==> src/rtl/bmp_rle8_decoder_defines.svh <==
// Assertion macros for the RLE8 decoder RTL.
// Needs nothing else; bmp_rle8_decoder takes it by include.
`ifndef BMP_RLE8_DECODER_DEFINES_SVH
`define BMP_RLE8_DECODER_DEFINES_SVH

// ante true at an edge implies cons at the same edge
`define RLE8_ASSERT_NOW(label, clk, rst_n, ante, cons, msg) \
    label: assert property (@(posedge clk) disable iff (!rst_n) (ante) |-> (cons)) \
        else $error(msg);

// ante true at an edge implies cons at the next edge
`define RLE8_ASSERT_NEXT(label, clk, rst_n, ante, cons, msg) \
    label: assert property (@(posedge clk) disable iff (!rst_n) (ante) |=> (cons)) \
        else $error(msg);

`endif

==> src/rtl/rle8_pkg.sv <==
// Types and constants for the BMP RLE8 decoder.
// No dependencies; imported by bmp_rle8_decoder, rle8_fill_checker and testbench.
`default_nettype none

package rle8_pkg;

    localparam int CFG_W     = 13;
    localparam int CFG_IDX_W = 2;
    localparam int PAD_W     = 2;
    localparam int PTR_W     = 25;
    localparam int BYTE_W    = 8;

    localparam logic [PTR_W-1:0] ADDR_MAX = {PTR_W{1'b1}};

    localparam int DEF_MAX_WIDTH  = 4096;
    localparam int DEF_MAX_HEIGHT = 4096;

    typedef enum logic [CFG_IDX_W-1:0] {
        CFG_IMAGE_WIDTH  = 2'd0,
        CFG_LINE_PADDING = 2'd1,
        CFG_IMAGE_HEIGHT = 2'd2
    } cfg_idx_t;

    typedef enum logic [6:0] {
        PH_IDLE   = 7'b0000001,
        PH_RUNVAL = 7'b0000010,
        PH_ESC    = 7'b0000100,
        PH_ABS    = 7'b0001000,
        PH_PAD    = 7'b0010000,
        PH_DX     = 7'b0100000,
        PH_DY     = 7'b1000000
    } phase_t;

    // escape codes following a zero byte
    localparam logic [BYTE_W-1:0] ESC_EOL   = 8'd0;
    localparam logic [BYTE_W-1:0] ESC_EOB   = 8'd1;
    localparam logic [BYTE_W-1:0] ESC_DELTA = 8'd2;

    typedef struct packed {
        logic [PTR_W-1:0]  fill_address;
        logic [BYTE_W-1:0] fill_length;
        logic [BYTE_W-1:0] fill_value;
        logic              done_res;
    } result_t;

endpackage

`default_nettype wire

==> src/rtl/bmp_rle8_decoder.sv <==
// BMP RLE8 decoder: compressed byte stream in, frame-buffer fill words out.
// Uses rle8_pkg and the assertion macros in bmp_rle8_decoder_defines.svh.
//
// Usage:
//   Input channel s_*: one compressed byte per word, with first (start of a
//   new image, clears pointers and parse state) and last (final byte).
//   Output channel m_*: fill words (address, length, value, done). A byte gives
//   zero or one word; escapes, counts and pads give only a done word at image end.
//   Config port: cfg_wr_en / cfg_addr / cfg_wdata write image_width (0),
//   line_padding (1), image_height (2). Stride and buffer end are derived
//   in a register, so s_ready drops in the cycle after each write.
//   Throughput: one byte per cycle while s_ready is high. At the accept edge a byte's fill word
//   goes into the output register, or the skid while that holds a word, and
//   single-pass logic updates parse state (one 8 x stride multiply for delta).
//   Stall: an output register plus a one-word skid register; bytes keep
//   being accepted while one word waits; s_ready falls when both hold.
//   Reset (aresetn low, synchronous): both output slots empty, parse state
//   cleared, width = 1, padding = 0, height = 1.
`default_nettype none

module bmp_rle8_decoder
    import rle8_pkg::*;
#(
    parameter int MAX_WIDTH  = DEF_MAX_WIDTH,
    parameter int MAX_HEIGHT = DEF_MAX_HEIGHT
) (
    input  wire logic                 aclk,
    input  wire logic                 aresetn,

    input  wire logic                 cfg_wr_en,
    input  wire logic [CFG_IDX_W-1:0] cfg_addr,
    input  wire logic [CFG_W-1:0]     cfg_wdata,

    input  wire logic                 s_valid,
    output logic                      s_ready,
    input  wire logic [BYTE_W-1:0]    s_data_byte,
    input  wire logic                 s_first,
    input  wire logic                 s_last,

    output logic                      m_valid,
    input  wire logic                 m_ready,
    output logic [PTR_W-1:0]          m_fill_address,
    output logic [BYTE_W-1:0]         m_fill_length,
    output logic [BYTE_W-1:0]         m_fill_value,
    output logic                      m_done_res
);

`include "bmp_rle8_decoder_defines.svh"

    localparam int STRIDE_W = $clog2(MAX_WIDTH + 4);
    localparam int HGT_W    = $clog2(MAX_HEIGHT + 1);
    localparam int PROD_W   = STRIDE_W + HGT_W;
    localparam int EXT_W    = (PROD_W > PTR_W) ? PROD_W : PTR_W;
    localparam int DY_W     = STRIDE_W + BYTE_W;
    localparam int SUM_W    = ((DY_W > PTR_W) ? DY_W : PTR_W) + 2;
    localparam int LS_W     = ((STRIDE_W > PTR_W) ? STRIDE_W : PTR_W) + 1;

    // configuration
    logic [CFG_W-1:0]    image_width_reg;
    logic [PAD_W-1:0]    line_padding_reg;
    logic [CFG_W-1:0]    image_height_reg;
    logic                cfg_settle_reg;
    logic [STRIDE_W-1:0] stride_reg, stride_next;
    logic [PTR_W-1:0]    end_reg, end_next;

    logic [31:0]         w32, h32;
    logic [EXT_W-1:0]    end_ext;

    // parse state
    phase_t              phase_reg, phase_next;
    logic [PTR_W-1:0]    wp_reg, wp_next;
    logic [PTR_W-1:0]    ls_reg, ls_next;
    logic [BYTE_W-1:0]   cnt_reg, cnt_next;
    logic [BYTE_W-1:0]   dx_reg, dx_next;
    logic                pad_reg, pad_next;
    logic                fin_reg, fin_next;

    phase_t              e_phase;
    logic [PTR_W-1:0]    e_wp, e_ls;
    logic [BYTE_W-1:0]   e_cnt, e_dx;
    logic                e_pad, e_fin;

    logic [PTR_W-1:0]    room;
    logic [BYTE_W-1:0]   cnt_dec;
    logic [DY_W-1:0]     dy_prod;
    logic [SUM_W-1:0]    dy_sum;
    logic [LS_W-1:0]     ls_inc;
    logic                fill, done;
    logic [PTR_W-1:0]    f_addr;
    logic [BYTE_W-1:0]   f_len, f_val;
    logic                res_valid;
    result_t             res;

    // output register and skid
    logic                out_v_reg, out_v_next;
    logic                skid_v_reg, skid_v_next;
    result_t             out_reg, out_next;
    result_t             skid_reg, skid_next;
    logic                accept, pop;

    assign accept = s_valid && s_ready;
    assign pop    = out_v_reg && m_ready;
    assign s_ready = !skid_v_reg && !cfg_settle_reg;

    // ---------------- configuration ----------------
    always_ff @(posedge aclk) begin
        if (!aresetn) begin
            image_width_reg  <= CFG_W'(1);
            line_padding_reg <= '0;
            image_height_reg <= CFG_W'(1);
            cfg_settle_reg   <= 1'b1;
        end else begin
            cfg_settle_reg <= cfg_wr_en;
            if (cfg_wr_en) begin
                unique case (cfg_addr)
                    CFG_IMAGE_WIDTH:  image_width_reg  <= cfg_wdata;
                    CFG_LINE_PADDING: line_padding_reg <= cfg_wdata[PAD_W-1:0];
                    CFG_IMAGE_HEIGHT: image_height_reg <= cfg_wdata;
                    default: ;
                endcase
            end
        end
    end

    always_comb begin
        w32 = 32'(image_width_reg);
        if (w32 == 32'd0) begin
            w32 = 32'd1;
        end else if (w32 > 32'(MAX_WIDTH)) begin
            w32 = 32'(MAX_WIDTH);
        end
        h32 = 32'(image_height_reg);
        if (h32 == 32'd0) begin
            h32 = 32'd1;
        end else if (h32 > 32'(MAX_HEIGHT)) begin
            h32 = 32'(MAX_HEIGHT);
        end
        stride_next = STRIDE_W'(w32 + 32'(line_padding_reg));
        end_ext     = EXT_W'(stride_next) * EXT_W'(h32[HGT_W-1:0]);
        if (end_ext > EXT_W'(ADDR_MAX)) begin
            end_next = ADDR_MAX;
        end else begin
            end_next = PTR_W'(end_ext);
        end
    end

    always_ff @(posedge aclk) begin
        stride_reg <= stride_next;
        end_reg    <= end_next;
    end

    // ---------------- parse step ----------------
    always_comb begin
        e_phase = s_first ? PH_IDLE : phase_reg;
        e_wp    = s_first ? '0 : wp_reg;
        e_ls    = s_first ? '0 : ls_reg;
        e_cnt   = s_first ? '0 : cnt_reg;
        e_dx    = s_first ? '0 : dx_reg;
        e_pad   = s_first ? 1'b0 : pad_reg;
        e_fin   = s_first ? 1'b0 : fin_reg;

        phase_next = e_phase;
        wp_next    = e_wp;
        ls_next    = e_ls;
        cnt_next   = e_cnt;
        dx_next    = e_dx;
        pad_next   = e_pad;
        fin_next   = e_fin;

        room    = end_reg - e_wp;
        cnt_dec = e_cnt - 8'd1;
        dy_prod = DY_W'(s_data_byte) * DY_W'(stride_reg);
        dy_sum  = SUM_W'(e_wp) + SUM_W'(e_dx) + SUM_W'(dy_prod);
        ls_inc  = LS_W'(e_ls) + LS_W'(stride_reg);

        fill      = 1'b0;
        done      = 1'b0;
        f_addr    = e_wp;
        f_len     = '0;
        f_val     = '0;
        res_valid = 1'b0;
        res       = '{fill_address: e_wp, fill_length: '0, fill_value: '0, done_res: 1'b1};

        if (e_fin) begin
            res_valid = 1'b0;
        end else if (e_wp >= end_reg) begin
            fin_next  = 1'b1;
            res_valid = 1'b1;
        end else begin
            unique case (e_phase)
                PH_RUNVAL: begin
                    fill   = 1'b1;
                    f_len  = (PTR_W'(e_cnt) < room) ? e_cnt : BYTE_W'(room);
                    f_val  = s_data_byte;
                    wp_next    = e_wp + PTR_W'(f_len);
                    phase_next = PH_IDLE;
                end
                PH_ESC: begin
                    if (s_data_byte == ESC_EOL) begin
                        if (ls_inc > LS_W'(end_reg)) begin
                            ls_next = end_reg;
                        end else begin
                            ls_next = PTR_W'(ls_inc);
                        end
                        wp_next    = ls_next;
                        phase_next = PH_IDLE;
                    end else if (s_data_byte == ESC_EOB) begin
                        done       = 1'b1;
                        phase_next = PH_IDLE;
                    end else if (s_data_byte == ESC_DELTA) begin
                        phase_next = PH_DX;
                    end else begin
                        cnt_next   = s_data_byte;
                        pad_next   = s_data_byte[0];
                        phase_next = PH_ABS;
                    end
                end
                PH_ABS: begin
                    fill     = 1'b1;
                    f_len    = 8'd1;
                    f_val    = s_data_byte;
                    wp_next  = e_wp + PTR_W'(1);
                    cnt_next = cnt_dec;
                    if (cnt_dec == '0) begin
                        phase_next = e_pad ? PH_PAD : PH_IDLE;
                    end
                end
                PH_PAD: begin
                    pad_next   = 1'b0;
                    phase_next = PH_IDLE;
                end
                PH_DX: begin
                    dx_next    = s_data_byte;
                    phase_next = PH_DY;
                end
                PH_DY: begin
                    if (dy_sum > SUM_W'(end_reg)) begin
                        wp_next = end_reg;
                    end else begin
                        wp_next = PTR_W'(dy_sum);
                    end
                    phase_next = PH_IDLE;
                end
                default: begin
                    if (s_data_byte == '0) begin
                        phase_next = PH_ESC;
                    end else begin
                        cnt_next   = s_data_byte;
                        phase_next = PH_RUNVAL;
                    end
                end
            endcase

            if (wp_next >= end_reg || s_last) begin
                done = 1'b1;
            end
            if (done) begin
                fin_next = 1'b1;
            end
            if (fill) begin
                res_valid = 1'b1;
                res = '{fill_address: f_addr, fill_length: f_len,
                        fill_value: f_val, done_res: done};
            end else if (done) begin
                res_valid = 1'b1;
                res = '{fill_address: wp_next, fill_length: '0,
                        fill_value: '0, done_res: 1'b1};
            end
        end
    end

    always_ff @(posedge aclk) begin
        if (!aresetn) begin
            phase_reg <= PH_IDLE;
            wp_reg    <= '0;
            ls_reg    <= '0;
            cnt_reg   <= '0;
            dx_reg    <= '0;
            pad_reg   <= 1'b0;
            fin_reg   <= 1'b0;
        end else if (accept) begin
            phase_reg <= phase_next;
            wp_reg    <= wp_next;
            ls_reg    <= ls_next;
            cnt_reg   <= cnt_next;
            dx_reg    <= dx_next;
            pad_reg   <= pad_next;
            fin_reg   <= fin_next;
        end
    end

    // ---------------- output register and skid ----------------
    always_comb begin
        out_v_next  = out_v_reg;
        skid_v_next = skid_v_reg;
        out_next    = out_reg;
        skid_next   = skid_reg;
        if (skid_v_reg) begin
            if (pop) begin
                out_next    = skid_reg;
                skid_v_next = 1'b0;
            end
        end else if (accept && res_valid) begin
            if (!out_v_reg || pop) begin
                out_next   = res;
                out_v_next = 1'b1;
            end else begin
                skid_next   = res;
                skid_v_next = 1'b1;
            end
        end else if (pop) begin
            out_v_next = 1'b0;
        end
    end

    always_ff @(posedge aclk) begin
        if (!aresetn) begin
            out_v_reg  <= 1'b0;
            skid_v_reg <= 1'b0;
        end else begin
            out_v_reg  <= out_v_next;
            skid_v_reg <= skid_v_next;
        end
        out_reg  <= out_next;
        skid_reg <= skid_next;
    end

    assign m_valid        = out_v_reg;
    assign m_fill_address = out_reg.fill_address;
    assign m_fill_length  = out_reg.fill_length;
    assign m_fill_value   = out_reg.fill_value;
    assign m_done_res     = out_reg.done_res;

    // ---------------- assertions ----------------
    `RLE8_ASSERT_NOW(a_skid_behind_out, aclk, aresetn, skid_v_reg, out_v_reg, "skid holds a word while output register is empty")
    `RLE8_ASSERT_NOW(a_zero_len_is_done, aclk, aresetn, m_valid && (m_fill_length == '0), m_done_res, "zero-length word without done")
    `RLE8_ASSERT_NEXT(a_finished_holds, aclk, aresetn, fin_reg && !(accept && s_first), $stable(wp_reg) && fin_reg, "finished image changed its pointer")
    `RLE8_ASSERT_NEXT(a_cfg_settle, aclk, aresetn, cfg_wr_en, !s_ready, "byte accepted before stride and end settled")

endmodule

`default_nettype wire

==> config.mk <==
export PLATFORM = sky130hd
export DESIGN_NAME = bmp_rle8_decoder
export DESIGN_NICKNAME = d
export VERILOG_FILES = /design/src/rtl/rle8_pkg.sv /design/src/rtl/bmp_rle8_decoder.sv
export VERILOG_INCLUDE_DIRS = /design/src /design/src/rtl
export SDC_FILE = /design/constraint.sdc
export NUM_CORES = 2
export LEC_CHECK = 0
export BUFFER_PORTS_ARGS = -buffer_cell sky130_fd_sc_hd__buf_2
export CORE_MARGIN = 2
export CORE_UTILIZATION = 35
export CTS_CLUSTER_SIZE = 10
export DETAILED_ROUTE_END_ITERATION = 10
export PLACE_DENSITY = 0.58
export SETUP_SLACK_MARGIN = 0.15
export SLEW_MARGIN = 10
export SYNTH_ARGS = -nofsm -noshare
export SYNTH_HDL_FRONTEND = slang
export SYNTH_SLANG_ARGS = --single-unit
==> constraint.sdc <==
create_clock -name aclk -period 31 [get_ports aclk]
set_input_delay 3.1 -clock aclk [delete_from_list [all_inputs] [get_ports aclk]]
set_output_delay 3.1 -clock aclk [all_outputs]
set_load 0.05 [all_outputs]
==> results.txt <==
Tot Pwr = 0.953 mW
slowest stage delay, CP = 0.70 ns
postcts setup bufs = 0
CP endpoint kind = flip-flop
fin nets = 3505
dominant cell type by area after synthesis = fa_1
Tcrit/Tclk final = 47.4%
IO buf count = 73
Mapped Cells = 2970
startpoint types = input port
first-pass GRT wire length = 131 mm
RSZ-0062 raised after global routing = false
die width = 274 µm
Starting Density = 35.5%
Synth area leaders = fa_1 17%, ha_1 13%, dfxtp_1 11%, edfxtp_1 9.9%, nand2_1 5.9%
# rows = 98
final setup vio count = 0
Post-Route WL = 85.1 mm
core area = 71900 µm²
GRT Total Usage = 22.6%
Final Hold Fails = 0
Syn Area/Cell = 8.59 µm²
asr flop ratio synth = 0%
Setup TNS Final = 0 ns
Root Buffer = clkbuf_16
most frequent CP cell = inv_1
most common cell in the netlist = nand2_1
antenna violations before repair = 2
drt via density = 5.51
Vias = 21796
Slew Viols, Final = 0
fraction of layout cells with a size suffix above 1 = 7.24%
remaining global-route overflow = 0
Fmax achieved = 68.0 MHz
crit path DAT = 14.91 ns
Post-route DRC = 0
post-synthesis cell area = 25500 µm²
CTS Buffer Depth = 3
max FFs per register = 42
CTS tree = done
maximum VDD drop = 0.0000459 V
share of the synthesized area in the top cell type = 16.9%
clk sinks = 228
Routed Antenna Nets = 0
worst hold-check path type = reg2reg
WL per Instance = 21.5 µm
number of detailed-route iterations in the first pass = 6
syn nets = 3485
fin crit period = 14.70 ns
Most used DFF post-synth = dfxtp_1
worst setup path endpoint = skid_reg[33]
Die Area = 75100 µm²
dpl hpwl = 67.4 mm
status = complete, no violations
fin worst setup slack = 16.30 ns
Clk pin slew, worst setup/hold paths = 0.06 ns
CTS hold repair buffers = 0
reg-to-reg critical path startpoint = wp_reg[6]
number of global-route vias before repair = 21593
WP data required = 31.20 ns
Synth Register Bits = 228
Finished Cell Area = 27800 µm²
Area Overhead vs Synth = 8.89%
flop-to-flop setup slack = 19.00 ns
largest net degree at the start of global routing = 56
DRT iter0 DRCs = 1757
Synth Warn # = 0
MaxCap Viol Count = 0
critical path's slowest cell = or4_1
Setup WS pre-CTS = 15.74 ns
post-cts sizing count = 0
total power per unit cell area = 34.3 nW/µm²
critical path class = in2reg
max_slew headroom = 17.7%
H-tree depth = 1
Register-to-Register Path Depth = 40
Fin Clk Skew = 0.0389 ns
I/O pins = 74
Placer Congestion = 0.991
Leak = 12.6 nW
Die H = 274 µm
Tightest Pin Transition = 1.22 ns
worst flop-to-flop path endpoint = skid_reg[33]
worst-path fanout max = 42
post-synthesis sequential area ratio = 21.2%
CTS buffer count = 28
Clk Latency, worst-skew pair = 0.61 ns
most frequent cells after synthesis = 401 x nand2_1, 302 x inv_1, 270 x ha_1
Yosys cell types = 91
Post-DP Area = 26900 µm²
EDFF count, synth = 84
crit path from = s_first
n_diodes = 0
## worst min path at each step
stage,startpoint,endpoint,slack [ns],depth (start not counted)
4_1_cts,ls_reg[12],ls_reg[12],0.45,2
3_5_place_dp,ls_reg[1],ls_reg[1],0.44,2
6_report,ls_reg[3],ls_reg[3],0.45,2
2_1_floorplan,ls_reg[0],ls_reg[0],0.42,2
3_3_place_gp,ls_reg[12],ls_reg[12],0.43,2
5_1_grt,ls_reg[12],ls_reg[12],0.48,2
## cells by family (layout without fill, tap and decap cells)
family / count (synthesis) / in the layout / share of synthesized area, %
compound gates: 651 / 651 / 17.5
buf+inv: 429 / 468 / 6.38
flops: 228 / 228 / 21.2
mux: 41 / 41 / 1.82
fa+ha+maj: 485 / 485 / 30.1
xor+xnor: 101 / 101 / 3.47
simple gates: 1035 / 1035 / 19.5
## cells in the final DEF, fill, tap and decap left out, types with 16 or more instances in the layout
master,netlist,routed
or3_1,21,21
nor2b_1,70,70
a21boi_0,30,30
mux2i_1,16,16
xnor2_1,66,65
o21a_1,30,30
fa_1,215,215
a21oi_1,154,153
and3_1,23,23
xor2_1,35,35
nor3_1,65,65
buf_4,0,37
a211oi_1,19,19
nand2_1,401,401
nand2b_1,27,27
clkbuf_16,0,28
a21o_1,44,44
o31ai_1,20,20
nor2_1,180,180
inv_1,302,302
and2_1,112,111
ha_1,270,270
o21ai_0,118,118
a22o_1,57,57
a22oi_1,25,25
mux2_2,19,19
nand3_1,51,51
edfxtp_1,84,84
nor4_1,19,19
nand4_1,26,26
o211ai_1,18,18
a31oi_1,17,16
buf_2,9,73
dfxtp_1,144,143
## worst max-delay path: cells and delay by family
kind / cells / cell delay [ns]
AOI/OAI and AO/OA: 18 / 4.43
adders and majority gates: 8 / 3.62
and+or+nand+nor: 5 / 1.79
buffers and inverters: 10 / 1.55
xor gates and xnor gates: 1 / 0.19
muxes: 1 / 0.13
## through the flow
stage | hold WS, ns | utilization [%] | cells
5_1_grt | 0.479 | 38.7 | 3959
6_report | 0.452 | 38.7 | 3959
4_1_cts | 0.454 | 38.7 | 3959
3_3_place_gp | 0.434 | 37.4 | 3910
2_1_floorplan | 0.417 | - | 2970
3_5_place_dp | 0.439 | 37.4 | 3910
## layout make-up
class,instances,area (µm²)
clock buffer,44,801
clock inverter,5,73.8
fill,7453,44100
inverter,309,1160
multi-input combinational,2313,18500
sequential,228,5410
tap,950,1190
timing repair buffer,110,643
## layer usage
metal | share of wire [%] | GRT usage [%]
met5 | 0 | 0
met4 | 3.1 | 6.79
met3 | 6.5 | 2.96
met2 | 46 | 37.2
met1 | 45 | 30.8
## where the power goes
group          total [mW]  leakage (nW)  internal (mW)  switching (mW)
sequential          0.329          1.93          0.317          0.0117
clock               0.325         0.423          0.185           0.140
combinational       0.299          10.3          0.103           0.196
Power figures use the tool's default switching activity.
